## config.mk

```make
export PLATFORM = sky130hd
export DESIGN_NAME = rle_scanline_decoder_core
export DESIGN_NICKNAME = d
export VERILOG_FILES = /design/src/hdl/rsd_pkg.sv /design/src/hdl/rsd_front.sv /design/src/hdl/rsd_queue.sv /design/src/hdl/rsd_back.sv /design/src/hdl/rle_scanline_decoder_core.sv
export SDC_FILE = /design/constraint.sdc
export NUM_CORES = 1
export LEC_CHECK = 0
export ABC_AREA = 1
export BUFFER_PORTS_ARGS = -buffer_cell sky130_fd_sc_hd__buf_2
export CORE_ASPECT_RATIO = 0.9
export CORE_MARGIN = 4
export CORE_UTILIZATION = 60
export CTS_CLUSTER_SIZE = 40
export DETAILED_ROUTE_END_ITERATION = 8
export GPL_ROUTABILITY_DRIVEN = 0
export GPL_TIMING_DRIVEN = 0
export PLACE_DENSITY = 0.88
export SLEW_MARGIN = 20
export SYNTH_ARGS = -nofsm -noshare
export SYNTH_HDL_FRONTEND = slang
export SYNTH_SLANG_ARGS = --single-unit
export TNS_END_PERCENT = 20
```

## constraint.sdc

```tcl
create_clock -name clk -period 9.45 [get_ports clk]
set_clock_uncertainty 0.15 [all_clocks]
set_input_delay 1.4175 -clock clk [delete_from_list [all_inputs] [get_ports clk]]
set_output_delay 1.4175 -clock clk [all_outputs]
set_load 0.1 [all_outputs]
```

## src/hdl/rsd_pkg.sv

```systemverilog
`timescale 1ns / 1ps
// ----------------------------------------------------------------------------
// rsd_pkg: shared types for the RLE scanline decoder
// Parser modes, result kinds and the run descriptor that flows from the
// front parser through the queue to the output stage.
// ----------------------------------------------------------------------------
package rsd_pkg;

  typedef enum logic [1:0] {
    MODE_IDLE    = 2'd0,
    MODE_CTRL    = 2'd1,
    MODE_LITERAL = 2'd2,
    MODE_REPEAT  = 2'd3
  } mode_t;

  typedef enum logic [1:0] {
    KIND_RUN     = 2'd0,
    KIND_EOL     = 2'd1,
    KIND_OVERRUN = 2'd2
  } kind_t;

  localparam int unsigned COL_W   = 9;
  localparam int unsigned CNT_W   = 7;
  localparam int unsigned QDEPTH  = 2;
  localparam int unsigned QPTR_W  = 1;
  localparam int unsigned QCNT_W  = 2;

  localparam logic [7:0] LITERAL_FLAG = 8'h80;
  localparam logic [7:0] COUNT_MASK   = 8'h7f;

  typedef struct packed {
    kind_t            kind;
    logic [7:0]       pixel_value;
    logic [7:0]       row;
    logic [1:0]       channel;
    logic [7:0]       start_column;
    logic [CNT_W-1:0] run_length;
  } result_t;

endpackage

```

## src/hdl/rsd_front.sv

```systemverilog
`timescale 1ns / 1ps
// ----------------------------------------------------------------------------
// rsd_front: control-byte parser
// Takes one compressed byte per cycle while the queue is not full, tracks mode,
// count and column, and pushes at most one run descriptor per byte into the queue.
// ----------------------------------------------------------------------------
module rsd_front #(
  parameter int unsigned LINE_WIDTH = 256
) (
  input  logic                clk,
  input  logic                rst_n,
  input  logic                in_valid,
  output logic                in_stall,
  input  logic [7:0]          in_data_byte,
  input  logic                in_line_start,
  input  logic [7:0]          in_row,
  input  logic [1:0]          in_channel,
  input  logic                q_full,
  output logic                push,
  output rsd_pkg::result_t    push_res
);

  rsd_pkg::mode_t                  mode_r, mode_nxt, mode_eff;
  logic [rsd_pkg::CNT_W-1:0]       remaining_r, remaining_nxt, rem_dec;
  logic [rsd_pkg::COL_W-1:0]       column_r, column_nxt, col_eff;
  logic [7:0]                      cur_row_r, cur_row_nxt;
  logic [1:0]                      cur_channel_r, cur_channel_nxt;
  logic [rsd_pkg::CNT_W-1:0]       ctrl_count;
  logic [rsd_pkg::COL_W:0]         lit_end, rep_end;
  logic [7:0]                      start_sat;
  logic                            accept;
  logic                            res_valid;

  assign in_stall = q_full;
  assign accept   = in_valid && !q_full;

  // A line start forces the byte to be read as a control byte
  assign mode_eff        = in_line_start ? rsd_pkg::MODE_CTRL : mode_r;
  assign col_eff         = in_line_start ? '0 : column_r;
  assign cur_row_nxt     = in_line_start ? in_row : cur_row_r;
  assign cur_channel_nxt = in_line_start ? in_channel : cur_channel_r;

  assign ctrl_count = rsd_pkg::CNT_W'(in_data_byte & rsd_pkg::COUNT_MASK);
  assign rem_dec    = remaining_r - rsd_pkg::CNT_W'(1);
  assign lit_end    = {1'b0, col_eff} + (rsd_pkg::COL_W+1)'(1);
  assign rep_end    = {1'b0, col_eff} + (rsd_pkg::COL_W+1)'(remaining_r);
  assign start_sat  = col_eff[rsd_pkg::COL_W-1] ? 8'hff : col_eff[7:0];

  // next mode
  always_comb begin
    mode_nxt = mode_eff;
    unique case (mode_eff)
      rsd_pkg::MODE_IDLE: mode_nxt = rsd_pkg::MODE_IDLE;
      rsd_pkg::MODE_CTRL: begin
        if (ctrl_count == '0) begin
          mode_nxt = rsd_pkg::MODE_IDLE;
        end else if ((in_data_byte & rsd_pkg::LITERAL_FLAG) != 8'h00) begin
          mode_nxt = rsd_pkg::MODE_LITERAL;
        end else begin
          mode_nxt = rsd_pkg::MODE_REPEAT;
        end
      end
      rsd_pkg::MODE_LITERAL: begin
        if (rem_dec == '0) begin
          mode_nxt = rsd_pkg::MODE_CTRL;
        end
      end
      rsd_pkg::MODE_REPEAT: mode_nxt = rsd_pkg::MODE_CTRL;
      default: mode_nxt = rsd_pkg::MODE_IDLE;
    endcase
  end

  // counters and result
  always_comb begin
    remaining_nxt         = remaining_r;
    column_nxt            = col_eff;
    res_valid             = 1'b0;
    push_res.kind         = rsd_pkg::KIND_RUN;
    push_res.pixel_value  = in_data_byte;
    push_res.row          = cur_row_nxt;
    push_res.channel      = cur_channel_nxt;
    push_res.start_column = start_sat;
    push_res.run_length   = '0;
    unique case (mode_eff)
      rsd_pkg::MODE_IDLE: begin
      end
      rsd_pkg::MODE_CTRL: begin
        remaining_nxt = ctrl_count;
        if (ctrl_count == '0) begin
          res_valid             = 1'b1;
          push_res.kind         = rsd_pkg::KIND_EOL;
          push_res.pixel_value  = '0;
          push_res.start_column = '0;
        end
      end
      rsd_pkg::MODE_LITERAL: begin
        remaining_nxt = rem_dec;
        res_valid     = 1'b1;
        if (lit_end > (rsd_pkg::COL_W+1)'(LINE_WIDTH)) begin
          push_res.kind = rsd_pkg::KIND_OVERRUN;
        end else begin
          push_res.run_length = rsd_pkg::CNT_W'(1);
          column_nxt          = lit_end[rsd_pkg::COL_W-1:0];
        end
      end
      rsd_pkg::MODE_REPEAT: begin
        remaining_nxt = '0;
        res_valid     = 1'b1;
        if (rep_end > (rsd_pkg::COL_W+1)'(LINE_WIDTH)) begin
          push_res.kind = rsd_pkg::KIND_OVERRUN;
        end else begin
          push_res.run_length = remaining_r;
          column_nxt          = rep_end[rsd_pkg::COL_W-1:0];
        end
      end
      default: begin
      end
    endcase
  end

  assign push = accept && res_valid;

  always_ff @(posedge clk) begin
    if (!rst_n) begin
      mode_r        <= rsd_pkg::MODE_IDLE;
      remaining_r   <= '0;
      column_r      <= '0;
      cur_row_r     <= '0;
      cur_channel_r <= '0;
    end else if (accept) begin
      mode_r        <= mode_nxt;
      remaining_r   <= remaining_nxt;
      column_r      <= column_nxt;
      cur_row_r     <= cur_row_nxt;
      cur_channel_r <= cur_channel_nxt;
    end
  end

endmodule

```

## src/hdl/rsd_queue.sv

```systemverilog
`timescale 1ns / 1ps
// ----------------------------------------------------------------------------
// rsd_queue: two-entry descriptor queue
// Decouples the parser from the output stage so each side stalls alone.
// ----------------------------------------------------------------------------
module rsd_queue (
  input  logic             clk,
  input  logic             rst_n,
  input  logic             push,
  input  rsd_pkg::result_t push_res,
  output logic             full,
  input  logic             pop,
  output logic             q_valid,
  output rsd_pkg::result_t q_res
);

  rsd_pkg::result_t              mem_r [rsd_pkg::QDEPTH];
  logic [rsd_pkg::QPTR_W-1:0]    wr_ptr_r, rd_ptr_r;
  logic [rsd_pkg::QCNT_W-1:0]    count_r, count_nxt;
  logic                          do_pop;

  assign full    = (count_r == rsd_pkg::QCNT_W'(rsd_pkg::QDEPTH));
  assign q_valid = (count_r != '0);
  assign q_res   = mem_r[rd_ptr_r];
  assign do_pop  = pop && q_valid;

  always_comb begin
    count_nxt = count_r;
    if (push && !do_pop) begin
      count_nxt = count_r + rsd_pkg::QCNT_W'(1);
    end else if (do_pop && !push) begin
      count_nxt = count_r - rsd_pkg::QCNT_W'(1);
    end
  end

  always_ff @(posedge clk) begin
    if (!rst_n) begin
      wr_ptr_r <= '0;
      rd_ptr_r <= '0;
      count_r  <= '0;
    end else begin
      count_r <= count_nxt;
      if (push) begin
        wr_ptr_r <= wr_ptr_r + rsd_pkg::QPTR_W'(1);
      end
      if (do_pop) begin
        rd_ptr_r <= rd_ptr_r + rsd_pkg::QPTR_W'(1);
      end
    end
  end

  always_ff @(posedge clk) begin
    if (push) begin
      mem_r[wr_ptr_r] <= push_res;
    end
  end

endmodule

```

## src/hdl/rsd_back.sv

```systemverilog
`timescale 1ns / 1ps
// ----------------------------------------------------------------------------
// rsd_back: result output register
// Pulls descriptors from the queue and holds each beat until taken.
// ----------------------------------------------------------------------------
module rsd_back (
  input  logic             clk,
  input  logic             rst_n,
  input  logic             q_valid,
  input  rsd_pkg::result_t q_res,
  output logic             pop,
  output logic             out_valid,
  input  logic             out_stall,
  output rsd_pkg::result_t out_res
);

  logic             out_valid_r, out_valid_nxt;
  rsd_pkg::result_t out_res_r;

  // Load whenever the register is empty or its beat leaves this cycle
  assign pop = q_valid && (!out_valid_r || !out_stall);

  always_comb begin
    out_valid_nxt = out_valid_r;
    if (pop) begin
      out_valid_nxt = 1'b1;
    end else if (!out_stall) begin
      out_valid_nxt = 1'b0;
    end
  end

  always_ff @(posedge clk) begin
    if (!rst_n) begin
      out_valid_r <= 1'b0;
    end else begin
      out_valid_r <= out_valid_nxt;
    end
  end

  always_ff @(posedge clk) begin
    if (pop) begin
      out_res_r <= q_res;
    end
  end

  assign out_valid = out_valid_r;
  assign out_res   = out_res_r;

endmodule

```

## src/hdl/rle_scanline_decoder_core.sv

```systemverilog
`timescale 1ns / 1ps
// ----------------------------------------------------------------------------
// rle_scanline_decoder_core: 8-bit RLE scanline decoder
// Input channel: one compressed byte per beat (in_data_byte), with
// in_line_start marking the first control byte of a line and in_row /
// in_channel latched on that beat. A beat moves when in_valid is high and
// in_stall is low.
// Output channel: one run descriptor per beat (kind, value, row, channel,
// start column, length); a beat moves when out_valid is high and out_stall
// is low. Control bytes yield nothing except a zero count (end of line);
// runs past LINE_WIDTH come out as overrun and do not advance the column.
// Throughput: one byte per cycle while the queue is not full (in_stall low).
// Path: a result is written into a two-entry queue when its byte is taken and
// is then loaded into the output register, from which it is presented.
// Receiver stall: the output register holds, the queue fills, and in_stall
// rises once both queue entries are in use.
// Reset (synchronous, rst_n low): parser idle, column and counts cleared,
// queue and output register empty.
// ----------------------------------------------------------------------------
module rle_scanline_decoder_core #(
  parameter int unsigned LINE_WIDTH = 256
) (
  input  logic       clk,
  input  logic       rst_n,
  input  logic       in_valid,
  output logic       in_stall,
  input  logic [7:0] in_data_byte,
  input  logic       in_line_start,
  input  logic [7:0] in_row,
  input  logic [1:0] in_channel,
  output logic       out_valid,
  input  logic       out_stall,
  output logic [1:0] out_kind,
  output logic [7:0] out_pixel_value,
  output logic [7:0] out_row,
  output logic [1:0] out_channel,
  output logic [7:0] out_start_column,
  output logic [6:0] out_run_length
);

  logic             push, q_full, q_valid, pop;
  rsd_pkg::result_t push_res, q_res, out_res;

  rsd_front #(
    .LINE_WIDTH(LINE_WIDTH)
  ) u_front (
    .clk          (clk),
    .rst_n        (rst_n),
    .in_valid     (in_valid),
    .in_stall     (in_stall),
    .in_data_byte (in_data_byte),
    .in_line_start(in_line_start),
    .in_row       (in_row),
    .in_channel   (in_channel),
    .q_full       (q_full),
    .push         (push),
    .push_res     (push_res)
  );

  rsd_queue u_queue (
    .clk     (clk),
    .rst_n   (rst_n),
    .push    (push),
    .push_res(push_res),
    .full    (q_full),
    .pop     (pop),
    .q_valid (q_valid),
    .q_res   (q_res)
  );

  rsd_back u_back (
    .clk      (clk),
    .rst_n    (rst_n),
    .q_valid  (q_valid),
    .q_res    (q_res),
    .pop      (pop),
    .out_valid(out_valid),
    .out_stall(out_stall),
    .out_res  (out_res)
  );

  assign out_kind         = out_res.kind;
  assign out_pixel_value  = out_res.pixel_value;
  assign out_row          = out_res.row;
  assign out_channel      = out_res.channel;
  assign out_start_column = out_res.start_column;
  assign out_run_length   = out_res.run_length;

endmodule

```

==> results.json, run 1 <==
{
  "die_area_um2": 12300,
  "num_rows": 35,
  "arrival_ps": 4130,
  "required_ps": 9440,
  "htree_levels": 4,
  "end_kind": "flop",
  "powerDensity_nw_per_um2": 355,
  "clock_path_buffers": 2,
  "cts_tree": "done",
  "avgSynthCellArea_um2": 9.39,
  "fin_crit_ps": 4140,
  "drive_gt1_frac": 0.174,
  "first_pass_iters": 9,
  "routed_via_density": 5.91,
  "syn_inst": 676,
  "n_fill_cell": 633,
  "synth_cell_type_count": 35,
  "status": "complete, no violations",
  "start_util": 0.617,
  "leakagePower_nw": 3.16,
  "setup-tns-final_ps": 0,
  "rsz0062_at_grt": "no",
  "timing.rr.end": "u_queue.mem_r[0][20]$_DFFE_PP_",
  "r2r_start": "u_queue.count_r[0]$_SDFFE_PN0P_",
  "slowest_delay_ps": 460,
  "numPortBuffers": 58,
  "synthesis.area_um2": 6350,
  "whs_path_depth": 2,
  "stdcell_count": 897,
  "hp-start": "u_front.cur_row_r[5]$_SDFFE_PN0P_",
  "insertion_delay_ps": 420,
  "hold_end": "u_front.cur_row_r[5]$_SDFFE_PN0P_",
  "crit_top_cell": "nand2_1",
  "die_y_um": 106,
  "synth_edf_count": 105,
  "fp.coreArea_um2": 10300,
  "worstSetupPathType": "in2reg",
  "path_clk_slew_ps": 60,
  "irDropWorstVdd_mv": 0.404,
  "die_w_um": 116,
  "grt_max_degree": 36,
  "crit_path_max_fanout": 10,
  "grt_pass1_vias": 5194,
  "routed-via-count": 5299,
  "wl_mm": 15.7,
  "crit_family": "simple AND/OR/NAND/NOR gates",
  "dp.cells": 865,
  "regArea_um2": 3810,
  "multi_input_area_um2": 2200,
  "drt_iter0_drc": 837,
  "finalCritPeriodShare": 0.438,
  "maxSlewHeadroom": 0.387,
  "postCtsSetupBuffers": 0,
  "slowest_stage": "nor3_1",
  "ios": 60,
  "seq_area_frac_synth": 0.601,
  "fmax_ghz": 0.242,
  "syn-num-nets": 706,
  "setup_viol": 0,
  "areaGrowthSynthToFinish_pct": 18.4,
  "ctsHoldBuffers": 0,
  "cts_root_buf": "clkbuf_16",
  "rrSetupSlack_ps": 6200,
  "synthFlopType": "edfxtp_1",
  "yosys_warnings": 0,
  "grt_pass1_wl_mm": 25.0,
  "maxCapViolCount": 0,
  "synth_seq_cells": 138,
  "critPathLaunchType": "primary input",
  "worst-path-buf-inv": 5,
  "diodes": 0,
  "drc": 0,
  "wl_per_cell_um": 17.5,
  "p_total_mw": 2.67,
  "gr-total-overflow": 0,
  "maxSlewViolCount": 0,
  "hold_viol": 0,
  "worstMarginPinSlew_ps": 913,
  "cts-resized-gates": 0,
  "antenna_found_initial": 0,
  "min_path_type": "reg2reg",
  "place_hpwl_mm": 10.5,
  "numCtsBuffers": 17,
  "synth_async_sr_flop_share": 0,
  "nets": 785,
  "drt.antenna.violating_nets": 0,
  "cts.sinks": 138,
  "track_usage": 0.266,
  "crit_chain": "buf_6, inv_8, nand2_2, inv_1, ha_1, ha_1, inv_1, nand2_1, nand3_1, nand2_1, nand2_1, nand2_1, nand2_1, nand2_1, nor2_1, nand3_1, nand2_1, nand2_2, buf_6, nor3_1",
  "worst-r2r-cell-count": 5
}
==> cells by family (layout without fill, tap and decap cells) <==
group                    after synthesis  in the layout  synth area share
buffers and inverters                 88            180            0.0558
XOR/XNOR                              11             11            0.0152
AND/OR/NAND/NOR                      332            332             0.231
AO/OA/AOI/OAI                        100            100            0.0834
adder cells (fa/ha/maj)                7              7            0.0138
flip-flops                           138            138             0.601
==> cells in the mapped netlist, types with 6 or more instances <==
cell / number / share of area
a21oi_1: 48 / 0.038
clkbuf_1: 21 / 0.012
dfxtp_1: 33 / 0.10
edfxtp_1: 105 / 0.50
ha_1: 7 / 0.014
inv_1: 53 / 0.031
inv_2: 6 / 0.0035
nand2_1: 204 / 0.12
nand2_2: 15 / 0.015
nand3_1: 38 / 0.030
nand4_1: 7 / 0.0069
nor2_1: 35 / 0.021
nor3_1: 10 / 0.0079
o21ai_0: 41 / 0.032
xor2_1: 10 / 0.014
==> registers in the layout (all words and copies together), names as in the netlist <==
| name | flops |
|---|---|
| u_queue.count_r | 2 |
| u_back.out_res | 35 |
| u_front.column_r | 9 |
| u_back.out_valid | 1 |
| u_front.mode_r | 2 |
| u_front.remaining_r | 7 |
| u_queue.rd_ptr_r | 1 |
| u_queue.mem_r | 70 |
| u_front.cur_row_r | 8 |
| u_queue.wr_ptr_r | 1 |
| u_front.cur_channel_r | 2 |
==> report_power, final <==
part / internal, mW / total [mW] / switching, mW
Sequential: 0.812 / 0.858 / 0.0464
Combinational: 0.164 / 1.08 / 0.913
Clock: 0.471 / 0.734 / 0.263
==> per-stage QoR <==
stage | worst slack (ps) | area, µm² | util | hold WS, ps
final | 5310 | 7520 | 0.731 | 299
after global routing | 5130 | 7520 | 0.731 | 321
after CTS | 5510 | 7520 | 0.731 | 299
after detailed placement | 5190 | 6870 | 0.668 | 291
after global placement | 4010 | 6800 | 0.661 | 284
after floorplan | 5140 | 6350 | - | 274
==> how the worst max path moves through the flow <==
| stage | from | slack [ps] | cells past startpoint | endpoint |
|---|---|---|---|---|
| floorplan | in_line_start | 5140 | 5 | u_queue.mem_r[1][0]$_DFFE_PP_ |
| global placement | in_valid | 4010 | 5 | u_queue.mem_r[1][20]$_DFFE_PP_ |
| detailed placement | in_line_start | 5190 | 20 | u_queue.mem_r[1][4]$_DFFE_PP_ |
| CTS | in_line_start | 5510 | 20 | u_queue.mem_r[1][5]$_DFFE_PP_ |
| global route | in_line_start | 5130 | 20 | u_queue.mem_r[1][5]$_DFFE_PP_ |
| finish | in_line_start | 5310 | 20 | u_queue.mem_r[1][5]$_DFFE_PP_ |
==> tightest hold or removal path, delay by kind of cell (launching register included) <==
| family | cells | cell delay [ps] |
|---|---|---|
| AOI/OAI and AO/OA | 1 | 50 |
| buffers and inverters | 1 | 50 |
| DFF | 1 | 290 |
==> layout by cell type (no fill, tap or decap), types with 15 or more instances in the layout <==
cell / instances
o21ai_0: 41
nand3_1: 38
edfxtp_1: 105
inv_1: 52
nand2_1: 204
buf_2: 59
a21oi_1: 48
dfxtp_1: 33
clkbuf_1: 22
nor2_1: 33
nand2_2: 15
clkbuf_16: 17
==> layout make-up <==
class,count,area share
inverter,62,0.0319
multi-input combinational,450,0.292
clock buffer,18,0.0571
timing repair buffer,60,0.0459
sequential,138,0.507
clock inverter,14,0.0293
tap,129,0.0215
buffer,26,0.0151
==> per-layer routing <==
layer  GRT usage  up-vias  routed length, µm  part of all wire
met5           0        -                  0                 0
met4       0.134        0                574             0.037
met3      0.0672       72               1700              0.11
met2       0.413      385               7440              0.48
met1       0.345     2418               5950              0.38
li1            -     2424                  -                 -
No activity file was read; power rests on OpenSTA's default activity.
==> inputs of run 2 (changes only) <==
- CORE_UTILIZATION: 60 -> 53
- PLACE_DENSITY: 0.88 -> 0.82
- clock period: 9.45 -> 3.48 ns (I/O delays scaled with it)
==> run 2 against run 1 <==
Against the previous run: utilization down 7.9 points; sequential share of layout area down 0.12 points; final area up 0.23%; critical path depth down 15; combinational power rose to 2.7 times the previous value; first-iteration DRC count down 9.0%; register-to-register slack worse by 5800 ps; global-route usage down 3.2 points; setup slack worse by 4900 ps; non-clock buffer count unchanged; clock power rose to 2.6 times the previous value; die area up 12%; critical path type is now reg2reg; critical endpoint is now u_queue.mem_r[1][10]$_DFFE_PP_.
==> results.json, run 2 (synthesis results as in run 1) <==
{
  "die_area_um2": 13800,
  "first_pass_iters": 6,
  "cts_root_buf": "clkbuf_16",
  "fp.coreArea_um2": 11600,
  "combPwrFrac": 0.406,
  "track_usage": 0.234,
  "routed_via_density": 5.63,
  "mostFrequentLayoutCell": "nand2_1",
  "start_util": 0.549,
  "leakagePower_nw": 3.16,
  "hp-start": "out_stall",
  "cts-resized-gates": 0,
  "status": "complete, no violations",
  "fmax_ghz": 0.321,
  "required_ps": 3450,
  "pre_cts_slack_ps": 234,
  "ios": 60,
  "nets": 785,
  "r2r_start": "u_queue.count_r[0]$_SDFFE_PN0P_",
  "grt_pass1_wl_mm": 24.8,
  "switching_power_mw": 3.32,
  "wl_per_cell_um": 16.9,
  "cts_tree": "done",
  "swShare": 0.462,
  "slowest_stage": "a21oi_1",
  "worst-r2r-cell-count": 5,
  "place_hpwl_mm": 10.6,
  "maxSlewHeadroom": 0.350,
  "maxSlewViolCount": 0,
  "drc": 0,
  "whs_path_depth": 3,
  "crit_chain": "o21ai_1, a21oi_1, o21ai_0, nor2_4, buf_16",
  "gr-total-overflow": 0,
  "maxCapViolCount": 0,
  "areaGrowthSynthToFinish_pct": 18.7,
  "diodes": 0,
  "cts.sinks": 138,
  "numPortBuffers": 58,
  "clock_path_buffers": 2,
  "stdcell_count": 924,
  "setup_viol": 0,
  "utilization": 0.651,
  "die_y_um": 112,
  "arrival_ps": 3090,
  "slowest_delay_ps": 590,
  "grt_max_degree": 36,
  "dp.cells": 892,
  "wl_mm": 15.6,
  "internal_power_mw": 3.87,
  "regMostFlops": "u_queue.mem_r",
  "crit_path_max_fanout": 20,
  "die_w_um": 123,
  "hold_viol": 0,
  "timing.rr.end": "u_queue.mem_r[1][10]$_DFFE_PP_",
  "ctsHoldBuffers": 0,
  "n_fill_cell": 857,
  "layout_setup_ws_ps": 366,
  "seq_power_share": 0.324,
  "drt_iter0_drc": 762,
  "fin_area_um2": 7540,
  "htree_levels": 4,
  "hold_end": "u_back.out_valid$_SDFFE_PN0P_",
  "numCtsBuffers": 17,
  "rrSetupSlack_ps": 370,
  "routed-via-count": 5202,
  "rsz0062_at_grt": "no",
  "drive_gt1_frac": 0.177,
  "min_path_type": "in2reg",
  "path_clk_slew_ps": 60,
  "postCtsSetupBuffers": 0,
  "irDropWorstVdd_mv": 0.383,
  "insertion_delay_ps": 420,
  "antenna_found_initial": 0,
  "final_cell_mix": "nand2_1 (204), edfxtp_1 (105), buf_2 (59)",
  "num_rows": 37,
  "worstSetupPathType": "reg2reg",
  "powerDensity_nw_per_um2": 954,
  "finalCritPeriodShare": 0.895,
  "drt.antenna.violating_nets": 0,
  "fin_crit_ps": 3110,
  "critPathLaunchType": "flop",
  "worstMarginPinSlew_ps": 968,
  "end_kind": "flop",
  "largest_reg_flops": 70,
  "placed_area_um2": 6900,
  "power.share.clock": 0.269,
  "grt_pass1_vias": 5189
}
[run 2: layer usage]
metal  vias to the layer above  GRT usage  share of wire
met1                      2391      0.280           0.38
met5                         -          0              0
li1                       2424          -              -
met2                       328      0.388           0.49
met3                        59     0.0549          0.098
met4                         0      0.128          0.035
[run 2: worst max path at each step]
stage | from | endpoint | cells after the start | slack, ps
finish | u_queue.count_r[0]$_SDFFE_PN0P_ | u_queue.mem_r[1][10]$_DFFE_PP_ | 5 | 370
global route | u_queue.count_r[1]$_SDFFE_PN0P_ | u_queue.count_r[1]$_SDFFE_PN0P_ | 10 | 180
CTS | u_queue.count_r[0]$_SDFFE_PN0P_ | u_queue.mem_r[1][10]$_DFFE_PP_ | 5 | 410
detailed placement | in_line_start | u_queue.mem_r[1][5]$_DFFE_PP_ | 20 | 230
global placement | in_valid | u_queue.mem_r[1][14]$_DFFE_PP_ | 5 | -1140
floorplan | in_line_start | u_queue.mem_r[1][0]$_DFFE_PP_ | 5 | 70
[run 2: layout make-up]
class                   count  area, µm²  area share
repair buffers             60        345      0.0458
clock inverters            14        194      0.0257
plain buffers              26        114      0.0151
flip-flops and latches    138       3810       0.506
multi-input cells         450       2200       0.291
well taps                 156        195      0.0259
inverters                  62        240      0.0319
clock buffers              18        439      0.0583
[run 2: worst max-delay path, delay by kind of cell (launching register included)]
| kind | cells | cell delay (ps) |
|---|---|---|
| buf+inv | 1 | 240 |
| simple gates | 1 | 590 |
| flops | 1 | 410 |
| compound gates | 3 | 1420 |
[run 2: power by group through the flow]
stage	registers [mW]	logic [mW]	clock network (mW)
floorplan	3.87	0.856	0
global placement	2.36	2.82	0
detailed placement	2.36	2.89	0
CTS	2.33	2.92	1.94
global route	2.36	3.08	2.02
finish	2.33	2.92	1.94
[run 2: per-stage QoR]
| step | hold slack [ps] | TNS [ps] | total power [mW] |
|---|---|---|---|
| floorplan | 274 | 0 | 4.73 |
| global placement | 283 | -79520 | 5.18 |
| detailed placement | 294 | 0 | 5.25 |
| CTS | 222 | 0 | 7.19 |
| global route | 236 | 0 | 7.46 |
| finish | 229 | 0 | 7.19 |
